`config.mk`:
```
export PLATFORM = sky130hd
export DESIGN_NAME = disjoint_set_union_by_rank_top_flat
export DESIGN_NICKNAME = d
export VERILOG_FILES = /design/src/design/dsu_pkg.sv /design/src/design/dsu_if.sv /design/src/design/disjoint_set_union_by_rank_top.sv /design/src/design/dsu_store.sv /design/src/flat_wrapper.sv
export SDC_FILE = /design/constraint.sdc
export NUM_CORES = 2
export LEC_CHECK = 0
export BUFFER_PORTS_ARGS = -buffer_cell sky130_fd_sc_hd__buf_2
export CAP_MARGIN = 10
export CELL_PAD_IN_SITES_DETAIL_PLACEMENT = 2
export CELL_PAD_IN_SITES_GLOBAL_PLACEMENT = 2
export CORE_ASPECT_RATIO = 1.1
export CORE_MARGIN = 5
export CORE_UTILIZATION = 35
export CTS_BUF_LIST = sky130_fd_sc_hd__clkbuf_16
export DETAILED_ROUTE_END_ITERATION = 12
export HOLD_SLACK_MARGIN = 0.08
export PLACE_DENSITY = 0.72
export SETUP_SLACK_MARGIN = 0.5
export SYNTH_ARGS = -nofsm -noshare
export SYNTH_HDL_FRONTEND = slang
export SYNTH_SLANG_ARGS = --single-unit
```
`constraint.sdc`:
```
create_clock -name clk -period 18 [get_ports clk]
set_input_delay 3.6 -clock clk [delete_from_list [all_inputs] [get_ports clk]]
set_output_delay 3.6 -clock clk [all_outputs]
set_load 0.005 [all_outputs]
```
`src/design/dsu_pkg.sv`:
```
// ----------------------------------------------------------------------------
// dsu_pkg
// Shared widths, opcodes and status codes of the disjoint-set table.
// ----------------------------------------------------------------------------
package dsu_pkg;

    // Payload field widths
    localparam int OP_W     = 2;
    localparam int NODE_W   = 8;
    localparam int SET_W    = 9;
    localparam int STATUS_W = 2;
    localparam int RANK_W   = 4;

    // Default table depth
    localparam int NODE_COUNT_DEF = 256;

    // Rank saturates here
    localparam logic [RANK_W-1:0] RANK_MAX = 4'd15;

    // Opcodes
    localparam logic [OP_W-1:0] OP_MAKE  = 2'd0;
    localparam logic [OP_W-1:0] OP_FIND  = 2'd1;
    localparam logic [OP_W-1:0] OP_UNION = 2'd2;

    // Status codes
    localparam logic [STATUS_W-1:0] ST_OK      = 2'd0;
    localparam logic [STATUS_W-1:0] ST_FULL    = 2'd1;
    localparam logic [STATUS_W-1:0] ST_UNKNOWN = 2'd2;

endpackage

```
`src/design/dsu_if.sv`:
```
// ----------------------------------------------------------------------------
// dsu_in_if / dsu_out_if
// Valid/ready channels for request and result beats.
// ----------------------------------------------------------------------------
interface dsu_in_if;
    logic                        valid;
    logic                        ready;
    logic [dsu_pkg::OP_W-1:0]    opcode;
    logic [dsu_pkg::NODE_W-1:0]  node_a;
    logic [dsu_pkg::NODE_W-1:0]  node_b;

    modport source (output valid, output opcode, output node_a, output node_b,
                    input ready);
    modport sink   (input valid, input opcode, input node_a, input node_b,
                    output ready);
endinterface

interface dsu_out_if;
    logic                          valid;
    logic                          ready;
    logic [dsu_pkg::NODE_W-1:0]    node_out;
    logic [dsu_pkg::SET_W-1:0]     set_count;
    logic [dsu_pkg::STATUS_W-1:0]  status;

    modport source (output valid, output node_out, output set_count, output status,
                    input ready);
    modport sink   (input valid, input node_out, input set_count, input status,
                    output ready);
endinterface

```
`src/design/disjoint_set_union_by_rank_top.sv`:
```
// ----------------------------------------------------------------------------
// disjoint_set_union_by_rank_top
// Union-find table with union by rank, no path compression.
//
// req carries opcode, node_a, node_b; rsp returns one beat per request with
// node_out, set_count and status. A request is taken only when the engine is
// idle; one request is processed at a time.
// From request to result register: make and rejected requests go from decode
// straight to the output state; find first walks node_a to its root and union
// walks node_a, then node_b. A walk takes at most log2 of the node count parent
// hops to the root, set by rank. Each hop is one read of the parent memory,
// whose registered output sets the walk rate of one link per cycle.
// The next request is accepted in the cycle after the result is loaded.
// Reset clears the node and set counters; the memories are not cleared, since
// an entry is only read after make has written it.
// The result sits in an output register: a stalled rsp holds it there, the
// next request may still be accepted and walked, and its result waits until
// the register is free.
// ----------------------------------------------------------------------------
module disjoint_set_union_by_rank_top #(
    parameter int NODE_COUNT = dsu_pkg::NODE_COUNT_DEF
) (
    input  logic         clk,
    input  logic         rst_n,
    dsu_in_if.sink       req,
    dsu_out_if.source    rsp
);

    localparam int IDX_W  = $clog2(NODE_COUNT);
    localparam int CNT_W  = $clog2(NODE_COUNT + 1);
    localparam int CMP_W  = (CNT_W > dsu_pkg::NODE_W) ? CNT_W : dsu_pkg::NODE_W;
    localparam int RANK_W = dsu_pkg::RANK_W;

    // FSM codes
    localparam logic [2:0] S_IDLE   = 3'd0;
    localparam logic [2:0] S_DECODE = 3'd1;
    localparam logic [2:0] S_WALK_A = 3'd2;
    localparam logic [2:0] S_WALK_B = 3'd3;
    localparam logic [2:0] S_OUT    = 3'd4;

    // Control state
    logic [2:0]       state_reg, state_next;
    logic [CNT_W-1:0] alloc_reg, alloc_next;
    logic [CNT_W-1:0] live_reg,  live_next;
    logic             out_valid_reg, out_valid_next;

    // Working payload
    logic [dsu_pkg::OP_W-1:0]     op_reg, op_next;
    logic [dsu_pkg::NODE_W-1:0]   a_reg, a_next;
    logic [dsu_pkg::NODE_W-1:0]   b_reg, b_next;
    logic [IDX_W-1:0]             cur_reg, cur_next;
    logic [IDX_W-1:0]             root_a_reg, root_a_next;
    logic [RANK_W-1:0]            rank_a_reg, rank_a_next;
    logic [dsu_pkg::NODE_W-1:0]   res_node_reg, res_node_next;
    logic [dsu_pkg::STATUS_W-1:0] res_status_reg, res_status_next;

    // Output register
    logic [dsu_pkg::NODE_W-1:0]   out_node_reg, out_node_next;
    logic [dsu_pkg::SET_W-1:0]    out_count_reg, out_count_next;
    logic [dsu_pkg::STATUS_W-1:0] out_status_reg, out_status_next;

    // Memory ports
    logic              rd_en;
    logic [IDX_W-1:0]  rd_addr;
    logic [IDX_W-1:0]  rd_parent;
    logic [RANK_W-1:0] rd_rank;
    logic              par_we;
    logic [IDX_W-1:0]  par_addr;
    logic [IDX_W-1:0]  par_data;
    logic              rank_we;
    logic [IDX_W-1:0]  rank_addr;
    logic [RANK_W-1:0] rank_data;

    logic a_bad;
    logic b_bad;
    logic out_load;

    dsu_store #(
        .NODE_COUNT (NODE_COUNT)
    ) u_store (
        .clk       (clk),
        .rd_en     (rd_en),
        .rd_addr   (rd_addr),
        .rd_parent (rd_parent),
        .rd_rank   (rd_rank),
        .par_we    (par_we),
        .par_addr  (par_addr),
        .par_data  (par_data),
        .rank_we   (rank_we),
        .rank_addr (rank_addr),
        .rank_data (rank_data)
    );

    // Range checks against the allocation count
    assign a_bad = CMP_W'(a_reg) >= CMP_W'(alloc_reg);
    assign b_bad = CMP_W'(b_reg) >= CMP_W'(alloc_reg);

    // Handshakes
    assign req.ready     = (state_reg == S_IDLE);
    assign out_load      = (state_reg == S_OUT) && (!out_valid_reg || rsp.ready);
    assign rsp.valid     = out_valid_reg;
    assign rsp.node_out  = out_node_reg;
    assign rsp.set_count = out_count_reg;
    assign rsp.status    = out_status_reg;

    // Sequencer: decode, walk root of a, walk root of b, link
    always_comb
    begin
        state_next      = state_reg;
        alloc_next      = alloc_reg;
        live_next       = live_reg;
        op_next         = op_reg;
        a_next          = a_reg;
        b_next          = b_reg;
        cur_next        = cur_reg;
        root_a_next     = root_a_reg;
        rank_a_next     = rank_a_reg;
        res_node_next   = res_node_reg;
        res_status_next = res_status_reg;
        rd_en           = 1'b0;
        rd_addr         = cur_reg;
        par_we          = 1'b0;
        par_addr        = cur_reg;
        par_data        = cur_reg;
        rank_we         = 1'b0;
        rank_addr       = cur_reg;
        rank_data       = '0;

        case (state_reg)
            S_IDLE:
            begin
                if (req.valid)
                begin
                    op_next    = req.opcode;
                    a_next     = req.node_a;
                    b_next     = req.node_b;
                    state_next = S_DECODE;
                end
            end

            S_DECODE:
            begin
                res_node_next   = '0;
                res_status_next = dsu_pkg::ST_OK;
                state_next      = S_OUT;
                case (op_reg)
                    dsu_pkg::OP_MAKE:
                    begin
                        if (alloc_reg == CNT_W'(NODE_COUNT))
                        begin
                            res_status_next = dsu_pkg::ST_FULL;
                        end
                        else
                        begin
                            // new root of rank 0
                            par_we        = 1'b1;
                            par_addr      = IDX_W'(alloc_reg);
                            par_data      = IDX_W'(alloc_reg);
                            rank_we       = 1'b1;
                            rank_addr     = IDX_W'(alloc_reg);
                            rank_data     = '0;
                            res_node_next = dsu_pkg::NODE_W'(alloc_reg);
                            alloc_next    = alloc_reg + CNT_W'(1);
                            live_next     = live_reg + CNT_W'(1);
                        end
                    end
                    dsu_pkg::OP_FIND, dsu_pkg::OP_UNION:
                    begin
                        if (a_bad || (op_reg == dsu_pkg::OP_UNION && b_bad))
                        begin
                            res_status_next = dsu_pkg::ST_UNKNOWN;
                        end
                        else
                        begin
                            cur_next   = IDX_W'(a_reg);
                            rd_en      = 1'b1;
                            rd_addr    = IDX_W'(a_reg);
                            state_next = S_WALK_A;
                        end
                    end
                    default:
                    begin
                        res_status_next = dsu_pkg::ST_OK;
                    end
                endcase
            end

            S_WALK_A:
            begin
                if (rd_parent == cur_reg)
                begin
                    root_a_next = cur_reg;
                    rank_a_next = rd_rank;
                    if (op_reg == dsu_pkg::OP_FIND)
                    begin
                        res_node_next = dsu_pkg::NODE_W'(cur_reg);
                        state_next    = S_OUT;
                    end
                    else
                    begin
                        cur_next   = IDX_W'(b_reg);
                        rd_en      = 1'b1;
                        rd_addr    = IDX_W'(b_reg);
                        state_next = S_WALK_B;
                    end
                end
                else
                begin
                    cur_next = rd_parent;
                    rd_en    = 1'b1;
                    rd_addr  = rd_parent;
                end
            end

            S_WALK_B:
            begin
                if (rd_parent == cur_reg)
                begin
                    state_next = S_OUT;
                    if (cur_reg == root_a_reg)
                    begin
                        // already one set
                        res_node_next = dsu_pkg::NODE_W'(root_a_reg);
                    end
                    else if (rank_a_reg < rd_rank)
                    begin
                        par_we        = 1'b1;
                        par_addr      = root_a_reg;
                        par_data      = cur_reg;
                        res_node_next = dsu_pkg::NODE_W'(cur_reg);
                        live_next     = live_reg - CNT_W'(1);
                    end
                    else
                    begin
                        par_we        = 1'b1;
                        par_addr      = cur_reg;
                        par_data      = root_a_reg;
                        res_node_next = dsu_pkg::NODE_W'(root_a_reg);
                        live_next     = live_reg - CNT_W'(1);
                        // equal ranks: survivor grows, saturating
                        if (rank_a_reg == rd_rank && rank_a_reg != dsu_pkg::RANK_MAX)
                        begin
                            rank_we   = 1'b1;
                            rank_addr = root_a_reg;
                            rank_data = rank_a_reg + RANK_W'(1);
                        end
                    end
                end
                else
                begin
                    cur_next = rd_parent;
                    rd_en    = 1'b1;
                    rd_addr  = rd_parent;
                end
            end

            S_OUT:
            begin
                if (out_load)
                begin
                    state_next = S_IDLE;
                end
            end

            default:
            begin
                state_next = S_IDLE;
            end
        endcase
    end

    // Result register
    always_comb
    begin
        out_valid_next  = out_valid_reg;
        out_node_next   = out_node_reg;
        out_count_next  = out_count_reg;
        out_status_next = out_status_reg;
        if (out_load)
        begin
            out_valid_next  = 1'b1;
            out_node_next   = res_node_reg;
            out_count_next  = dsu_pkg::SET_W'(live_reg);
            out_status_next = res_status_reg;
        end
        else if (rsp.ready)
        begin
            out_valid_next = 1'b0;
        end
    end

    // Control registers
    always_ff @(posedge clk or negedge rst_n)
    begin
        if (!rst_n)
        begin
            state_reg     <= S_IDLE;
            alloc_reg     <= '0;
            live_reg      <= '0;
            out_valid_reg <= 1'b0;
        end
        else
        begin
            state_reg     <= state_next;
            alloc_reg     <= alloc_next;
            live_reg      <= live_next;
            out_valid_reg <= out_valid_next;
        end
    end

    // Payload registers
    always_ff @(posedge clk)
    begin
        op_reg         <= op_next;
        a_reg          <= a_next;
        b_reg          <= b_next;
        cur_reg        <= cur_next;
        root_a_reg     <= root_a_next;
        rank_a_reg     <= rank_a_next;
        res_node_reg   <= res_node_next;
        res_status_reg <= res_status_next;
        out_node_reg   <= out_node_next;
        out_count_reg  <= out_count_next;
        out_status_reg <= out_status_next;
    end

endmodule

```
`src/design/dsu_store.sv`:
```
// ----------------------------------------------------------------------------
// dsu_store
// Parent and rank memories: one read port shared by both, one write port each,
// read data registered.
// ----------------------------------------------------------------------------
module dsu_store #(
    parameter int NODE_COUNT = dsu_pkg::NODE_COUNT_DEF
) (
    input  logic                            clk,
    input  logic                            rd_en,
    input  logic [$clog2(NODE_COUNT)-1:0]   rd_addr,
    output logic [$clog2(NODE_COUNT)-1:0]   rd_parent,
    output logic [dsu_pkg::RANK_W-1:0]      rd_rank,
    input  logic                            par_we,
    input  logic [$clog2(NODE_COUNT)-1:0]   par_addr,
    input  logic [$clog2(NODE_COUNT)-1:0]   par_data,
    input  logic                            rank_we,
    input  logic [$clog2(NODE_COUNT)-1:0]   rank_addr,
    input  logic [dsu_pkg::RANK_W-1:0]      rank_data
);

    localparam int IDX_W = $clog2(NODE_COUNT);

    logic [IDX_W-1:0]           parent_mem [NODE_COUNT];
    logic [dsu_pkg::RANK_W-1:0] rank_mem   [NODE_COUNT];

    // Parent links
    always_ff @(posedge clk)
    begin
        if (par_we)
        begin
            parent_mem[par_addr] <= par_data;
        end
        if (rd_en)
        begin
            rd_parent <= parent_mem[rd_addr];
        end
    end

    // Root ranks
    always_ff @(posedge clk)
    begin
        if (rank_we)
        begin
            rank_mem[rank_addr] <= rank_data;
        end
        if (rd_en)
        begin
            rd_rank <= rank_mem[rd_addr];
        end
    end

endmodule
```
`src/flat_wrapper.sv`:
```
// flat-port wrapper written by rule: the top's interface ports become plain ports
module disjoint_set_union_by_rank_top_flat 
#(
    parameter int NODE_COUNT = dsu_pkg::NODE_COUNT_DEF
)
  (clk, rst_n, req_valid, req_opcode, req_node_a, req_node_b, req_ready, rsp_valid, rsp_node_out, rsp_set_count, rsp_status, rsp_ready);
  dsu_in_if req_i ();
  dsu_out_if rsp_i ();
  input  logic clk;
  input  logic rst_n;
  input wire logic [$bits(req_i.valid)-1:0] req_valid;
  input wire logic [$bits(req_i.opcode)-1:0] req_opcode;
  input wire logic [$bits(req_i.node_a)-1:0] req_node_a;
  input wire logic [$bits(req_i.node_b)-1:0] req_node_b;
  output wire logic [$bits(req_i.ready)-1:0] req_ready;
  output wire logic [$bits(rsp_i.valid)-1:0] rsp_valid;
  output wire logic [$bits(rsp_i.node_out)-1:0] rsp_node_out;
  output wire logic [$bits(rsp_i.set_count)-1:0] rsp_set_count;
  output wire logic [$bits(rsp_i.status)-1:0] rsp_status;
  input wire logic [$bits(rsp_i.ready)-1:0] rsp_ready;
  assign req_i.valid = req_valid;
  assign req_i.opcode = req_opcode;
  assign req_i.node_a = req_node_a;
  assign req_i.node_b = req_node_b;
  assign req_ready = req_i.ready;
  assign rsp_valid = rsp_i.valid;
  assign rsp_node_out = rsp_i.node_out;
  assign rsp_set_count = rsp_i.set_count;
  assign rsp_status = rsp_i.status;
  assign rsp_i.ready = rsp_ready;
  disjoint_set_union_by_rank_top #(.NODE_COUNT(NODE_COUNT)) u_core (.clk(clk), .rst_n(rst_n), .req(req_i), .rsp(rsp_i));
endmodule
```
-- After elaboration in Yosys (flattened, before gate mapping)
Memory sizes are Yosys's and may differ from the RTL's. A register that Yosys moved wholly into a read port is not among the register bits.
Index checks and enable logic that the tools add are counted.
Widths: inputs -> output; s select.
- add/subtract/negate cells: 4
- multipliers: 0
- divide/modulo/power cells: 0
- magnitude comparators: 3
- eq/ne operators: 19
- shift operators: 0
- multiplexer cells: 71
- bitwise operators: 1
- reduce and logical (&&, ||, !) cells: 18
- operators with widths (operator ; number):
    $mux 8 ; 23
    $pmux 8 s2 ; 3
    $pmux 8 s3 ; 2
    $mux 9 ; 4
    $mux 3 ; 7
    $mux 1 ; 20
    $mux 4 ; 5
    $add 9x1->9 const B ; 2
    $ge 8x9->1 ; 2
    $pmux 9 s2 ; 1
    $eq 8x8->1 ; 2
    $pmux 3 s5 ; 1
    $eq 9x9->1 const B ; 1
    $sub 9x1->9 const B ; 1
    $ne 2x1->1 const B ; 4
    $ne 2x2->1 const B ; 4
    $reduce_and 4->1 ; 2
    $eq 3x2->1 const B ; 2
    $reduce_and 5->1 ; 1
    $add 4x1->4 const B ; 1
    $eq 4x4->1 ; 1
    $lt 4x4->1 ; 1
    $ne 4x4->1 const B ; 1
    $pmux 1 s2 ; 2
    18 further kinds ; 23
- flip-flop bits (word level): 89
- bits in latches: 0
- bits in writable memories: 3072
- ROM bits: 0
- input port bits: 22
- output and inout bits: 21
- memories: 2
- memories (name ; depth ; width ; rd ports ; clocked after memory_dff ; write ports ; line ; source):
    u_core.u_store.parent_mem ; 256 ; 8 ; 1 ; 1 ; 1 ; dsu_store.sv:24 ; logic [IDX_W-1:0] parent_mem [NODE_COUNT];
    u_core.u_store.rank_mem ; 256 ; 4 ; 1 ; 1 ; 1 ; dsu_store.sv:25 ; logic [dsu_pkg::RANK_W-1:0] rank_mem [NODE_COUNT];

-- Depth between registers and ports, before layout
- depth in word-level cells: 9
- gate-level depth with buffers: 21
- gate-level depth less buffers: 16

-- Hierarchy
From an unflattened synthesis, not the netlist that was laid out.
- cell total of the unflattened synthesis: 6318
- area, all modules: 125905.8 um^2
- modules (own cells, without submodules) (module ; times used ; cells an instance ; area an instance (um^2)):
    dsu_store ; 1 ; 5813 ; 120613.2
    disjoint_set_union_by_rank_top ; 1 ; 505 ; 5292.6

-- Worst setup path before layout
OpenSTA, ideal clock, no wires.
- kind: reg-to-reg
- start: reg u_core.rank_a_reg[1]
- end: mem u_core.u_store.parent_mem[0][0] in the netlist's numbering (data pin)
- library setup time: 2.187 ns
- arrival time: 11.618 ns
- data required time: 15.813 ns
- setup slack: 4.195 ns
- stages on the path, launching flop included: 8
- path buffers: 0
- cell sequence: edfxtp_1 ha_1 nor2b_1 o21a_1 o21a_1 o211ai_1 mux2i_1 o21ai_0
- cells in the longest elaborated chain, start to end: 5
- ends and longest elaborated chain (what ; line ; source):
    start, declared ; disjoint_set_union_by_rank_top.sv:53 ; logic [RANK_W-1:0] rank_a_reg, rank_a_next;
    start signal, assigned ; disjoint_set_union_by_rank_top.sv:319 ; rank_a_reg <= rank_a_next;
    $lt 4x4->1 ; disjoint_set_union_by_rank_top.sv:225 ; else if (rank_a_reg < rd_rank)
    $mux 8 ; disjoint_set_union_by_rank_top.sv:225 ;
    $mux 8 ; disjoint_set_union_by_rank_top.sv:220 ; if (cur_reg == root_a_reg)
    $mux 8 ; disjoint_set_union_by_rank_top.sv:217 ; if (rd_parent == cur_reg)
    $pmux 8 s2 ; disjoint_set_union_by_rank_top.sv:129 ; case (state_reg)
    net u_core.par_data[0] ; disjoint_set_union_by_rank_top.sv:69 ; logic [IDX_W-1:0] par_data;
    end, declared ; dsu_store.sv:24 ;
The timed path passes the listed nets, and every way through them passes these cells.

-- Final worst setup path
- start: reg u_core.alloc_reg[1]
- end: reg u_core.u_store.rd_parent[3], read port of u_core.u_store.parent_mem (data pin)
- cells in the longest elaborated chain, start to end: 6
- elaborated cells on any way between the ends: 10
- ends and longest elaborated chain (what ; line ; source):
    start, declared ; disjoint_set_union_by_rank_top.sv:43 ; logic [CNT_W-1:0] alloc_reg, alloc_next;
    start signal, assigned ; disjoint_set_union_by_rank_top.sv:305 ; alloc_reg <= alloc_next;
    $ge 8x9->1 ; disjoint_set_union_by_rank_top.sv:96 ; assign b_bad = CMP_W'(b_reg) >= CMP_W'(alloc_reg);
    $logic_and 1x1->1 ; disjoint_set_union_by_rank_top.sv:169 ; if (a_bad || (op_reg == dsu_pkg::OP_UNION && b_bad))
    $logic_or 1x1->1 (*) ; disjoint_set_union_by_rank_top.sv:169 ;
    $mux 8 / $mux 1 (equally long branches) ; n/a ;
    $mux 8 / $mux 1 (equally long branches) ; disjoint_set_union_by_rank_top.sv:146 ; case (op_reg)
    $pmux 8 s3 / $pmux 1 s3 (equally long branches) ; disjoint_set_union_by_rank_top.sv:129 ;
    end, declared ; dsu_store.sv:12 ; output logic [$clog2(NODE_COUNT)-1:0] rd_parent,
Every way passes the cells marked *; elsewhere a longest branch is shown, timed or not.
A chain may end at the register's enable or synchronous reset.

==> impl_results.md <==
- Status: complete, but fails checks
- Failing checks: max-slew violations
- Slew headroom: -0.646%
- Post-cts hold buffer count: 0
- Leakage: 0.0497 µW
- Vias: 84600
- MaxCap Viol Count: 0
- Top reg by flops: u_core.u_store.parent_mem
- Max-slew violation count: 1
- RSZ-0062 raised after global routing: false
- Starting DRT DRC Count: 9075
- First-pass GRT wire length: 682 mm
- CP endpoint kind: flop
- Number of flip-flops in the largest register: 2048
- Largest regs: u_core.u_store.parent_mem: 2048 flops, u_core.u_store.rank_mem: 1024 flops
- Post-Synthesis Cell Area: 129000 µm²
- Setup tns final: 0 ns
- Initial Util: 35.2%
- Layout cells sized above 1: 9.34%
- Root buf cell: clkbuf_16
- Synth Warn #: 0
- Power per cell area: 196 nW/µm²
- Crit path max-delay family: compound AO/OA/AOI/OAI gates
- Fin util: 39.4%
- #FFs+latches synth: 3173
- Fin nets: 9298
- Fmax: 111 MHz
- Critical Path Max Stage Delay: 1.03 ns
- Measured slew at the worst slew-check pin: 1.51 ns
- Total Wirelength: 480 mm
- Post-CTS Setup Inserts: 0
- Die Y: 646 µm
- Power Total: 28300 µW
- Maximum number of pins on one net before global-route repair: 203
- CP arrival: 9.58 ns
- Worst Slack Setup Final: 8.99 ns
- HPWL after DPL: 287 mm
- CTS Sinks: 3173
- Max VDD drop: 0.000209 V
- Critical Path Fanout Max: 75
- CTS resizes: 0
- Number of synthesized flops with an enable pin: 3143
- Antenna Nets Post-Route: 0
- Seq/Total Area, Yosys: 73.8%
- Worst EP required: 18.57 ns
- Synth area leaders: edfxtp_1 73%, nand2_1 6.0%, mux2i_1 2.7%, nand3_1 2.2%, a21oi_1 2.1%
- Post-layout minimum cycle time: 9.01 ns
- Area grow syn2layout: 12.0%
- Core outline area: 366000 µm²
- Worst-Skew Late Latency: 0.90 ns
- Post-placement setup slack: 9.23 ns
- Vias per cell: 5.91
- Fill count: 36100
- CTS H-tree lvls: 5
- Mapped Cells: 9277
- Most frequent cell after synthesis: edfxtp_1
- HP Class: flop to flop
- Die W: 589 µm
- Setup crit start kind: flop
- Post-synth top flop: edfxtp_1
- Vias in the first global route: 91300
- CP Cell Sequence: inv_1 -> ha_1 -> o21ai_0 -> o21ai_0 -> a21oi_2 -> o2111ai_1 -> o221a_4 -> inv_16 -> buf_4 -> buf_4 -> buf_4 -> mux4_2 -> a221oi_1 -> a2111oi_0 -> a31oi_1 -> nor4_1
- Final setup vio count: 0
- Yosys cell types: 100
- Die area: 380000 µm²
- Worst-path clk slew: 0.06 ns
- Count of input and output buffers: 42
- Syn nets: 9334
- Worst clock skew: 0.0573 ns
- GRT overflow: 0
- DRC: 0
- Initial antenna violation count: 30
- Drt wl/cell: 33.5 µm
- CP max-delay cell: a2111oi_0
- DR pass1 iterations: 8
- Inst Count DP: 13700
- Longest Clk Path Bufs: 4
- Gr usage total: 24.4%
- Most frequent cells after synthesis: 3143 x edfxtp_1, 2057 x nand2_1, 625 x nor2_1
- Final hold viol count: 0
- Num CTS Buffers: 331
- WP buf/inv: 5
- Fraction of registers with async set/reset: 0.693%
- Area leader, netlist: edfxtp_1
- Most used cell along the critical path: buf_4
- GP Congestion: 0.870
- Final critical-path share of the clock period: 50.1%
- Boundary Pins: 43
- Mean Syn Cell Area: 13.9 µm²
- Yosys top cell area share: 73.2%
- Non-filler instance count after layout: 14300
- CTS tree: done
- Critical path type: flop to flop
- # rows: 233
cell usage in the layout (no fill, tap or decap), drive strengths merged, types with 42 or more instances in the layout:
cell / n
clkbuf: 341
a211oi: 42
a221oi: 46
a22oi: 86
a21oi: 547
a31oi: 133
buf: 234
edfxtp: 3143
clkinv: 114
nand2: 2060
inv: 126
o22ai: 132
o21ai: 120
nor3: 51
nor4: 64
and3: 105
a311oi: 54
mux2i: 345
nand3: 567
mux4: 111
nor2: 626
per-stage QoR:
stage	hold WS (ns)	cell area (µm²)
after floorplan	0.400	129000
after global placement	0.413	134000
after detailed placement	0.412	134000
after CTS	0.426	144000
after global routing	0.431	144000
final	0.423	144000
layout make-up:
class | instances | area, µm² | area share (%)
Sequential cell | 3173 | 95100 | 65.9
Inverter | 40 | 210 | 0.146
Clock buffer | 341 | 8530 | 5.91
Tap cell | 4817 | 6030 | 4.17
Timing Repair Buffer | 235 | 1880 | 1.30
Antenna cell | 12 | 30.0 | 0.0208
Clock inverter | 242 | 1940 | 1.35
Multi-Input combinational cell | 5460 | 30700 | 21.2
worst paths after layout:
kind,from,end,slack (ns),depth (start not counted)
setup reg to reg,u_core.alloc_reg[1],u_core.u_store.rd_parent[3],8.99,16
max in group asynchronous,rst_n,u_core.live_reg[8],14.81,1
hold / removal,u_core.res_node_reg[0],u_core.rsp.node_out[0],0.42,0
min in group asynchronous,rst_n,u_core.rsp.valid,2.73,1
hold reg to reg,u_core.res_node_reg[0],u_core.rsp.node_out[0],0.42,0
setup / recovery,u_core.alloc_reg[1],u_core.u_store.rd_parent[3],8.99,16
kinds of logic (layout without fill, tap and decap cells):
logic type / count (synthesis) / after routing / synth area share, %
other cells: 0 / 12 / 0
compound gates: 1357 / 1357 / 6.69
buf+inv: 644 / 858 / 2.65
fa+ha+maj: 35 / 35 / 0.346
xor+xnor: 34 / 34 / 0.231
mux: 461 / 461 / 4.66
flops: 3173 / 3173 / 73.8
simple gates: 3573 / 3573 / 11.6
routing by layer:
| metal | vias up | GRT usage (%) | share of wire [%] |
|---|---|---|---|
| met3 | 1039 | 4.05 | 6.8 |
| met4 | 14 | 10.9 | 5.1 |
| li1 | 34700 | - | - |
| met5 | - | 0 | 0.019 |
| met1 | 45300 | 30.6 | 39 |
| met2 | 3541 | 41.6 | 49 |
power breakdown:
group	switching [µW]	leakage, µW	total [µW]	internal [µW]
Clock	3000	0.00540	6880	3880
Sequential	108	0.0314	9270	9160
Combinational	9440	0.0129	12200	2710
Total	12600	0.0497	28300	15800
No activity file was read; power rests on OpenSTA's default activity.
